**config.mk**
```make
export PLATFORM = sky130hd
export DESIGN_NAME = ungapped_anchor_finder_core
export DESIGN_NICKNAME = d
export VERILOG_FILES = /design/src/sv/uaf_pkg.sv /design/src/sv/ungapped_anchor_finder_core.sv /design/src/sv/uaf_front.sv /design/src/sv/uaf_queue.sv /design/src/sv/uaf_back.sv
export VERILOG_INCLUDE_DIRS = /design/src /design/src/sv
export SDC_FILE = /design/constraint.sdc
export NUM_CORES = 2
export LEC_CHECK = 0
export ABC_AREA = 1
export CAP_MARGIN = 20
export CORE_MARGIN = 1
export CORE_UTILIZATION = 38
export CTS_BUF_LIST = sky130_fd_sc_hd__clkbuf_2
export CTS_CLUSTER_SIZE = 14
export DETAILED_ROUTE_END_ITERATION = 10
export DONT_BUFFER_PORTS = 1
export GPL_ROUTABILITY_DRIVEN = 0
export SYNTH_ARGS = -nofsm -noshare
export SYNTH_HDL_FRONTEND = slang
export SYNTH_SLANG_ARGS = --single-unit
export TNS_END_PERCENT = 100
```
**constraint.sdc**
```tcl
create_clock -name clock -period 97 [get_ports clock]
set_input_delay 19.4 -clock clock [delete_from_list [all_inputs] [get_ports clock]]
set_output_delay 19.4 -clock clock [all_outputs]
set_load 0.01 [all_outputs]
```
**src/sv/assert_macros.svh**
```systemverilog
// ----------------------------------------------------------------------------
// Assertion macros
// Shared concurrent assertion forms for the anchor finder RTL.
// ----------------------------------------------------------------------------
`ifndef ASSERT_MACROS_SVH
`define ASSERT_MACROS_SVH

// The consequent must hold in the same cycle as the antecedent.
`define UAF_ASSERT_SAME(label, clk, rst, ante, cons) \
   label: assert property (@(posedge clk) disable iff (rst) (ante) |-> (cons)) \
      else $error("assertion failed");

// The consequent must hold in the cycle after the antecedent.
`define UAF_ASSERT_NEXT(label, clk, rst, ante, cons) \
   label: assert property (@(posedge clk) disable iff (rst) (ante) |=> (cons)) \
      else $error("assertion failed");

`endif

```
**src/sv/uaf_pkg.sv**
```systemverilog
// ----------------------------------------------------------------------------
// Anchor finder package
// Word types, anchor snapshot type and fixed sizes shared by all modules.
// ----------------------------------------------------------------------------
`timescale 1ns / 1ps

package uaf_pkg;

   // Fixed field widths.
   localparam int POS_W      = 32;
   localparam int LANE_LIMIT = 16;
   localparam int LANE_W     = 4;
   localparam int COUNT_W    = 5;
   localparam int GAP_W      = 16;

   // Anchor queue depth, a power of two so that the pointers wrap on their own.
   localparam int ANCHOR_DEPTH = 2;
   localparam int APTR_W       = 1;

   // Operation codes of an input word.
   localparam logic OP_LOAD   = 1'b0;
   localparam logic OP_COLUMN = 1'b1;

   // Minimum run length after reset.
   localparam logic [POS_W-1:0] MIN_LEN_RESET = 32'd100;

   typedef struct packed {
      logic               op;
      logic [LANE_W-1:0]  comp_index;
      logic [POS_W-1:0]   start_pos;
      logic [COUNT_W-1:0] comp_count;
      logic [GAP_W-1:0]   gap_mask;
      logic               last_column;
   } uaf_req_type;

   typedef struct packed {
      logic [LANE_W-1:0] anchor_comp;
      logic [POS_W-1:0]  anchor_start;
      logic [POS_W-1:0]  anchor_len;
      logic              last;
   } uaf_rsp_type;

   // One anchor as seen at the column that closed it: end positions per lane.
   typedef struct packed {
      logic [COUNT_W-1:0]                count;
      logic [POS_W-1:0]                  len;
      logic [LANE_LIMIT-1:0][POS_W-1:0] pos;
   } uaf_anchor_type;

   // Queue status seen by the front and the back.
   typedef struct packed {
      logic full;
      logic empty;
   } uaf_qstat_type;

endpackage

```
**src/sv/ungapped_anchor_finder_core.sv**
```systemverilog
// The core takes one word per cycle: load words set a component's start and
// columns advance positions and the run counter, so push is refused only while
// both anchor slots of the internal queue are occupied. Each anchor found is
// delivered as one result word per active component, that is comp_count limited
// to MAX_COMPS and to 16, one word per cycle while the output is free or being
// popped, set by the back end's lane counter. The first word of an anchor goes
// through the queue and then the back end's output register before it can be
// popped. A second anchor can wait in the queue while the first drains. min_len
// is at byte address 0 of the register port.
// ----------------------------------------------------------------------------
// Ungapped anchor finder core
// Finds gap-free column runs of a multiple alignment and reports anchors.
// ----------------------------------------------------------------------------
`timescale 1ns / 1ps

module ungapped_anchor_finder_core #(
   parameter int MAX_COMPS = 16
) (
   input  logic                          clock,
   input  logic                          reset,
   input  logic                          push,
   output logic                          full,
   input  uaf_pkg::uaf_req_type          req_item,
   output logic                          empty,
   input  logic                          pop,
   output uaf_pkg::uaf_rsp_type          rsp_item,
   input  logic                          psel,
   input  logic                          penable,
   input  logic                          pwrite,
   input  logic [2:0]                    paddr,
   input  logic [31:0]                   pwdata,
   output logic [31:0]                   prdata,
   output logic                          pready
);
   import uaf_pkg::*;

   logic [POS_W-1:0] min_len_ff, min_len_in;
   logic             anchor_push, q_pop, csr_write;
   uaf_anchor_type   anchor_wr, anchor_rd;
   uaf_qstat_type    qstat;

   // Register port: one register, min_len, at word zero.
   assign pready    = 1'b1;
   assign csr_write = psel && penable && pwrite && pready && !paddr[2];
   assign min_len_in = csr_write ? pwdata : min_len_ff;
   assign prdata    = paddr[2] ? '0 : min_len_ff;

   always_ff @(posedge clock) begin
      if (reset) begin
         min_len_ff <= MIN_LEN_RESET;
      end else begin
         min_len_ff <= min_len_in;
      end
   end

   uaf_front #(
      .MAX_COMPS (MAX_COMPS)
   ) u_front (
      .clock       (clock),
      .reset       (reset),
      .req_push    (push),
      .req_item    (req_item),
      .req_full    (full),
      .min_len     (min_len_ff),
      .qstat       (qstat),
      .anchor_push (anchor_push),
      .anchor      (anchor_wr)
   );

   uaf_queue u_queue (
      .clock   (clock),
      .reset   (reset),
      .push    (anchor_push),
      .wr_data (anchor_wr),
      .pop     (q_pop),
      .rd_data (anchor_rd),
      .qstat   (qstat)
   );

   uaf_back u_back (
      .clock     (clock),
      .reset     (reset),
      .anchor    (anchor_rd),
      .qstat     (qstat),
      .q_pop     (q_pop),
      .rsp_pop   (pop),
      .rsp_empty (empty),
      .rsp_item  (rsp_item)
   );

endmodule

```
**src/sv/uaf_front.sv**
```systemverilog
// ----------------------------------------------------------------------------
// Anchor finder front
// Accepts words, keeps component positions and the run counter, and hands
// each closed anchor to the queue as a snapshot.
// ----------------------------------------------------------------------------
`timescale 1ns / 1ps

module uaf_front #(
   parameter int MAX_COMPS = 16
) (
   input  logic                              clock,
   input  logic                              reset,
   input  logic                              req_push,
   input  uaf_pkg::uaf_req_type              req_item,
   output logic                              req_full,
   input  logic [uaf_pkg::POS_W-1:0]         min_len,
   input  uaf_pkg::uaf_qstat_type            qstat,
   output logic                              anchor_push,
   output uaf_pkg::uaf_anchor_type           anchor
);
   import uaf_pkg::*;

   localparam int LANES = (MAX_COMPS < LANE_LIMIT) ? MAX_COMPS : LANE_LIMIT;
   localparam logic [COUNT_W-1:0] LANES_CNT = COUNT_W'(LANES);

   logic [LANES-1:0][POS_W-1:0] pos_ff, pos_in, pos_adv;
   logic [POS_W-1:0]            run_ff, run_in, run_inc;
   logic                        accept, is_col, is_load, gap;
   logic [COUNT_W-1:0]          n_clip;
   logic [GAP_W-1:0]            active;
   logic                        qual_old, qual_new;

   assign req_full = qstat.full;
   assign accept   = req_push && !qstat.full;
   assign is_col   = accept && (req_item.op == OP_COLUMN);
   assign is_load  = accept && (req_item.op == OP_LOAD);

   // Active lanes: component count limited to the lanes that exist.
   always_comb begin
      n_clip = (req_item.comp_count > LANES_CNT) ? LANES_CNT : req_item.comp_count;
      for (int i = 0; i < GAP_W; i++) begin
         active[i] = COUNT_W'(i) < n_clip;
      end
      gap = |(req_item.gap_mask & active);
   end

   // Run counter with saturation.
   assign run_inc  = (run_ff == '1) ? run_ff : run_ff + 1'b1;
   assign qual_old = (run_ff != '0) && (run_ff >= min_len);
   assign qual_new = (run_inc != '0) && (run_inc >= min_len);

   always_comb begin
      run_in = run_ff;
      if (is_load) begin
         run_in = '0;
      end else if (is_col) begin
         run_in = gap ? '0 : run_inc;
         if (req_item.last_column) begin
            run_in = '0;
         end
      end
   end

   // Each lane advances when it is active and has no gap in the column.
   always_comb begin
      for (int i = 0; i < LANES; i++) begin
         pos_adv[i] = (active[i] && !req_item.gap_mask[i]) ? pos_ff[i] + 1'b1 : pos_ff[i];
         pos_in[i]  = pos_ff[i];
         if (is_load && ({1'b0, req_item.comp_index} == COUNT_W'(i))) begin
            pos_in[i] = req_item.start_pos;
         end else if (is_col) begin
            pos_in[i] = pos_adv[i];
         end
      end
   end

   // A gap column reports the old positions; a final gap-free column the advanced ones.
   always_comb begin
      anchor       = '0;
      anchor.count = n_clip;
      anchor.len   = gap ? run_ff : run_inc;
      for (int i = 0; i < LANES; i++) begin
         anchor.pos[i] = gap ? pos_ff[i] : pos_adv[i];
      end
      anchor_push = is_col && (n_clip != '0) &&
                    (gap ? qual_old : (req_item.last_column && qual_new));
   end

   always_ff @(posedge clock) begin
      if (reset) begin
         run_ff <= '0;
      end else begin
         run_ff <= run_in;
      end
   end

   always_ff @(posedge clock) begin
      pos_ff <= pos_in;
   end

endmodule

```
**src/sv/uaf_queue.sv**
```systemverilog
// ----------------------------------------------------------------------------
// Anchor queue
// Short queue of anchor snapshots between the front and the back.
// ----------------------------------------------------------------------------
`timescale 1ns / 1ps
`include "assert_macros.svh"

module uaf_queue (
   input  logic                    clock,
   input  logic                    reset,
   input  logic                    push,
   input  uaf_pkg::uaf_anchor_type wr_data,
   input  logic                    pop,
   output uaf_pkg::uaf_anchor_type rd_data,
   output uaf_pkg::uaf_qstat_type  qstat
);
   import uaf_pkg::*;

   uaf_anchor_type            slot_ff [ANCHOR_DEPTH];
   logic [APTR_W-1:0]         wr_ff, wr_in, rd_ff, rd_in;
   logic [APTR_W:0]           cnt_ff, cnt_in;

   assign qstat.full  = (cnt_ff == (APTR_W+1)'(ANCHOR_DEPTH));
   assign qstat.empty = (cnt_ff == '0);
   assign rd_data     = slot_ff[rd_ff];

   // Pointer and fill count update.
   always_comb begin
      wr_in  = push ? wr_ff + 1'b1 : wr_ff;
      rd_in  = pop ? rd_ff + 1'b1 : rd_ff;
      cnt_in = cnt_ff;
      if (push && !pop) begin
         cnt_in = cnt_ff + 1'b1;
      end else if (pop && !push) begin
         cnt_in = cnt_ff - 1'b1;
      end
   end

   always_ff @(posedge clock) begin
      if (reset) begin
         wr_ff  <= '0;
         rd_ff  <= '0;
         cnt_ff <= '0;
      end else begin
         wr_ff  <= wr_in;
         rd_ff  <= rd_in;
         cnt_ff <= cnt_in;
      end
   end

   always_ff @(posedge clock) begin
      if (push) begin
         slot_ff[wr_ff] <= wr_data;
      end
   end

   // The front never pushes into a full queue, the back never pops an empty one.
   `UAF_ASSERT_SAME(a_no_overflow, clock, reset, push, !qstat.full)
   `UAF_ASSERT_SAME(a_no_underflow, clock, reset, pop, !qstat.empty)

endmodule

```
**src/sv/uaf_back.sv**
```systemverilog
// ----------------------------------------------------------------------------
// Anchor finder back
// Walks the lanes of the oldest anchor and puts one result word per cycle
// into the output register while that register is free or being popped.
// ----------------------------------------------------------------------------
`timescale 1ns / 1ps
`include "assert_macros.svh"

module uaf_back (
   input  logic                    clock,
   input  logic                    reset,
   input  uaf_pkg::uaf_anchor_type anchor,
   input  uaf_pkg::uaf_qstat_type  qstat,
   output logic                    q_pop,
   input  logic                    rsp_pop,
   output logic                    rsp_empty,
   output uaf_pkg::uaf_rsp_type    rsp_item
);
   import uaf_pkg::*;

   logic [LANE_W-1:0] lane_ff, lane_in;
   uaf_rsp_type       rsp_ff, rsp_in;
   logic              valid_ff, valid_in;
   logic              step, last_lane;

   assign rsp_empty = !valid_ff;
   assign rsp_item  = rsp_ff;

   // A new word moves into the output register when it is free or being taken.
   assign step      = !qstat.empty && (!valid_ff || rsp_pop);
   assign last_lane = (({1'b0, lane_ff} + 1'b1) == anchor.count);
   assign q_pop     = step && last_lane;

   always_comb begin
      lane_in  = lane_ff;
      valid_in = valid_ff;
      rsp_in   = rsp_ff;
      if (step) begin
         rsp_in.anchor_comp  = lane_ff;
         rsp_in.anchor_start = anchor.pos[lane_ff] - anchor.len;
         rsp_in.anchor_len   = anchor.len;
         rsp_in.last         = last_lane;
         valid_in            = 1'b1;
         lane_in             = last_lane ? '0 : lane_ff + 1'b1;
      end else if (rsp_pop) begin
         valid_in = 1'b0;
      end
   end

   always_ff @(posedge clock) begin
      if (reset) begin
         lane_ff  <= '0;
         valid_ff <= 1'b0;
      end else begin
         lane_ff  <= lane_in;
         valid_ff <= valid_in;
      end
   end

   always_ff @(posedge clock) begin
      rsp_ff <= rsp_in;
   end

   // After the last lane of an anchor the walk starts again at lane zero,
   // and the word just loaded is marked last.
   `UAF_ASSERT_NEXT(a_lane_restart, clock, reset, q_pop, (lane_ff == '0) && rsp_ff.last)

endmodule

```
==> parameters.txt <==
Parameter                              Value

Floorplan
  Core region area    241,400 µm²
  Effective utilization at floorplan    0.3840
  Standard-cell rows    180
  Floorplan die height    496.0 µm
  Top-level I/O count    205
  Die Span X    496.0 µm
  Total die area    246,000 µm²

Setup path
  Kind of critical path    in -> out
  Worst-case register-to-register setup slack    88,950 ps
  Largest fanout on the critical path    33
  Cell family with most CP delay    simple AND/OR/NAND/NOR gates
  Worst-path cell chain    nor2_1
  Category of the worst setup path launch point    input port
  Library cell contributing the largest single delay on the critical path    sky130_fd_sc_hd__nor2_1
  Required @ worst endpoint    77,600 ps
  Launch point of the worst path    paddr[2]
  R2R cell count    21
  Logic depth of the worst path, buffers included    1
  Worst r2r dst    u_back.rsp_item[57]
  Worst path buffer plus inverter count    0
  Longest individual stage delay on the worst path    220 ps
  Worst setup endpoint    prdata[16]
  Element type at the critical path end    output pin
  Arrival time worst endpoint    19,630 ps

Global routing
  Maximum number of pins on one net before global-route repair    215
  Antenna violations before repair    32
  GRT Total Usage    0.2559
  Global-route wire length before repair    463,200 µm
  Via count of the first global-routing pass    70,028
  Total congestion overflow    0

CTS
  Buffer count from post-CTS setup fixing    0
  Maximum number of buffers from clock root to sink    4
  Count of hold buffers inserted by post-cts repair    0
  CTS H-Tree Depth    5
  Number of sinks on the clock net    1,753
  Clock root buffer    sky130_fd_sc_hd__clkbuf_2
  Clock-pin slew on the worst setup and hold paths    90 ps
  Post-CTS resize count    0
  Clock buffer count from CTS    461
  TritonCTS clock tree    done
  Clock latency at the later pin of the worst-skew pair    2050 ps

Logic synthesis
  Share of flip-flops with an asynchronous set or reset after synthesis    0
  Synthesized flop and latch total    1,753
  Count of yosys warnings during synthesis    0
  Average cell area after synthesis    9.249 µm²
  Post-synthesis instance area    92,720 µm²
  Gate count of the mapped netlist    10,024
  Sequential-to-total area share from yosys stat    0.5598
  Leading register cell type out of synthesis    sky130_fd_sc_hd__edfxtp_1
  Mapped Nets    10,241
  Number of enable flip-flop cells after synthesis    1,679
  Synth cell types    64

Hold path
  Class of the tightest hold or removal check    reg -> reg

Timing
  Total count of hold-check failures in the final report    0
  Setup WS post-layout    57,970 ps
  Setup repair after global routing missed its margin    no
  Clock Skew    252.0 ps
  Number of setup violations in the final report    0
  Post-route worst hold slack    526.4 ps
  Time the worst path needs with I/O delays and setup    39,030 ps
  Part of the cycle the worst path needs    0.4023
  Slew Limit Headroom    0.1133
  Final max-slew violation count    0
  Setup total negative slack    0 ps
  Worst-Margin Slew    1330 ps
  Maximum frequency from static timing analysis    0.02562 GHz

Routing
  Vias/cell    5.628
  Vias    76,786
  Detailed Route Iter0 Violations    10,528
  Total Wirelength    323,900 µm
  Antenna Violating Nets Remaining    0
  Avg WL per Cell    23.74 µm
  Number of detailed-routing iterations run before antenna repair    9
  Count of unresolved DRC violations after routing    0

Outcome
  Outcome    completed

Power and ir drop
  P per Cell Area    14.64 nW/µm²
  Leak pwr    37.39 nW
  Peak supply drop    0.009180 mV

Place
  DPL Wire Length    214,600 µm
  Cell Area, Placed    95,640 µm²
  Buffers added on ports    0
  Setup slack at placement    57,980 ps

Layout
  Fraction of final layout cells with drive strength greater than 1    0.1031
  NumNets Final    10,295
  Most frequent cells in the layout    sky130_fd_sc_hd__nand2_1 (2,311), sky130_fd_sc_hd__edfxtp_1 (1,679), sky130_fd_sc_hd__o21ai_0 (1,597)
  P&R area growth vs syn    7.621%
  Final-layout fill cell count    23,867
  Area of all placed cells without fillers    99,780 µm²
  Most common library cell in the layout ignoring fill and taps    sky130_fd_sc_hd__nand2_1
  Final Core Density    0.4133

Flow run
  Max-capacitance violation count    0
[synthesized netlist by cell type (35+ instances only)]
library cell | n | area, µm²
sky130_fd_sc_hd__ha_1 | 115 | 1439
sky130_fd_sc_hd__xnor2_1 | 35 | 306.5
sky130_fd_sc_hd__nor2_2 | 43 | 269.0
sky130_fd_sc_hd__edfxtp_1 | 1679 | 50420
sky130_fd_sc_hd__o221ai_1 | 191 | 1673
sky130_fd_sc_hd__nand4_1 | 127 | 794.5
sky130_fd_sc_hd__nor3_1 | 164 | 820.8
sky130_fd_sc_hd__clkbuf_1 | 401 | 1505
sky130_fd_sc_hd__nand2_2 | 37 | 231.5
sky130_fd_sc_hd__nand3_1 | 259 | 1296
sky130_fd_sc_hd__inv_1 | 749 | 2811
sky130_fd_sc_hd__nand2_1 | 2313 | 8682
sky130_fd_sc_hd__o21ai_1 | 47 | 235.2
sky130_fd_sc_hd__nor4_1 | 70 | 437.9
sky130_fd_sc_hd__a21oi_1 | 164 | 820.8
sky130_fd_sc_hd__o21ai_0 | 1599 | 8003
sky130_fd_sc_hd__o22ai_1 | 64 | 400.4
sky130_fd_sc_hd__buf_2 | 89 | 445.4
sky130_fd_sc_hd__xor2_1 | 484 | 4239
sky130_fd_sc_hd__dfxtp_1 | 74 | 1481
sky130_fd_sc_hd__nor2_1 | 1008 | 3784
[stage by stage]
step                      power [mW]  cells
after CTS                      1.467  13586
after global routing           1.513  13600
final                          1.460  13643
after global placement        0.9537  12799
after detailed placement      0.9564  12800
after floorplan               0.9214  10024
[how the worst min path moves through the flow]
stage / from / endpoint / slack, ps / cells after the start
2_1_floorplan: u_back.lane_ff[2] / u_back.rsp_item[67] / 410 / 0
3_3_place_gp: u_queue.rd_ff / u_queue.rd_ff / 490 / 2
3_5_place_dp: u_queue.rd_ff / u_queue.rd_ff / 510 / 2
4_1_cts: u_queue.rd_ff / u_queue.rd_ff / 530 / 2
5_1_grt: u_queue.rd_ff / u_queue.rd_ff / 550 / 2
6_report: u_queue.rd_ff / u_queue.rd_ff / 530 / 2
[cell type report]
class                           count  area (µm²)  area share
Sequential cell                  1753       51910      0.5203
Multi-Input combinational cell   6969       35790      0.3587
Tap cell                         3185        3985     0.03994
Clock buffer                      657        3288     0.03295
Inverter                          772        2940     0.02947
Timing Repair Buffer              121        1008     0.01011
Clock inverter                    129       708.2    0.007097
Antenna cell                       57       142.6    0.001430
[registers in the layout, summed over array words and instances, names as in the netlist, named ones only]
register	count
u_back.lane_ff	4
u_queue.wr_ff	1
u_queue.rd_ff	1
u_queue.slot_ff	1098
u_back.rsp_item	69
u_queue.cnt_ff	2
u_back.valid_ff	1
u_front.pos_ff	512
min_len_ff	32
u_front.run_ff	32
[kinds of logic (layout without fill, tap and decap cells)]
group	Yosys count	count (layout)	synth area share
simple gates	4167	4167	0.1925
compound gates	2165	2165	0.1283
flops	1753	1753	0.5598
buf+inv	1302	1679	0.05449
xor+xnor	519	519	0.04903
fa+ha+maj	116	116	0.01574
other cells	1	58	0.00004045
mux	1	1	0.0001080
[power breakdown]
| group | total, mW | internal (mW) | leakage (nW) | switching [mW] |
|---|---|---|---|---|
| sequential | 0.852 | 0.841 | 15.9 | 0.0108 |
| clock | 0.518 | 0.199 | 3.07 | 0.319 |
| combinational | 0.0901 | 0.0215 | 18.4 | 0.0685 |
[routing by layer]
| metal | track usage | part of all wire |
|---|---|---|
| met5 | 0 | 0.00015 |
| met4 | 0.1308 | 0.047 |
| met3 | 0.06223 | 0.12 |
| met2 | 0.3804 | 0.44 |
| met1 | 0.3461 | 0.40 |
No activity file was read; power rests on OpenSTA's default activity.
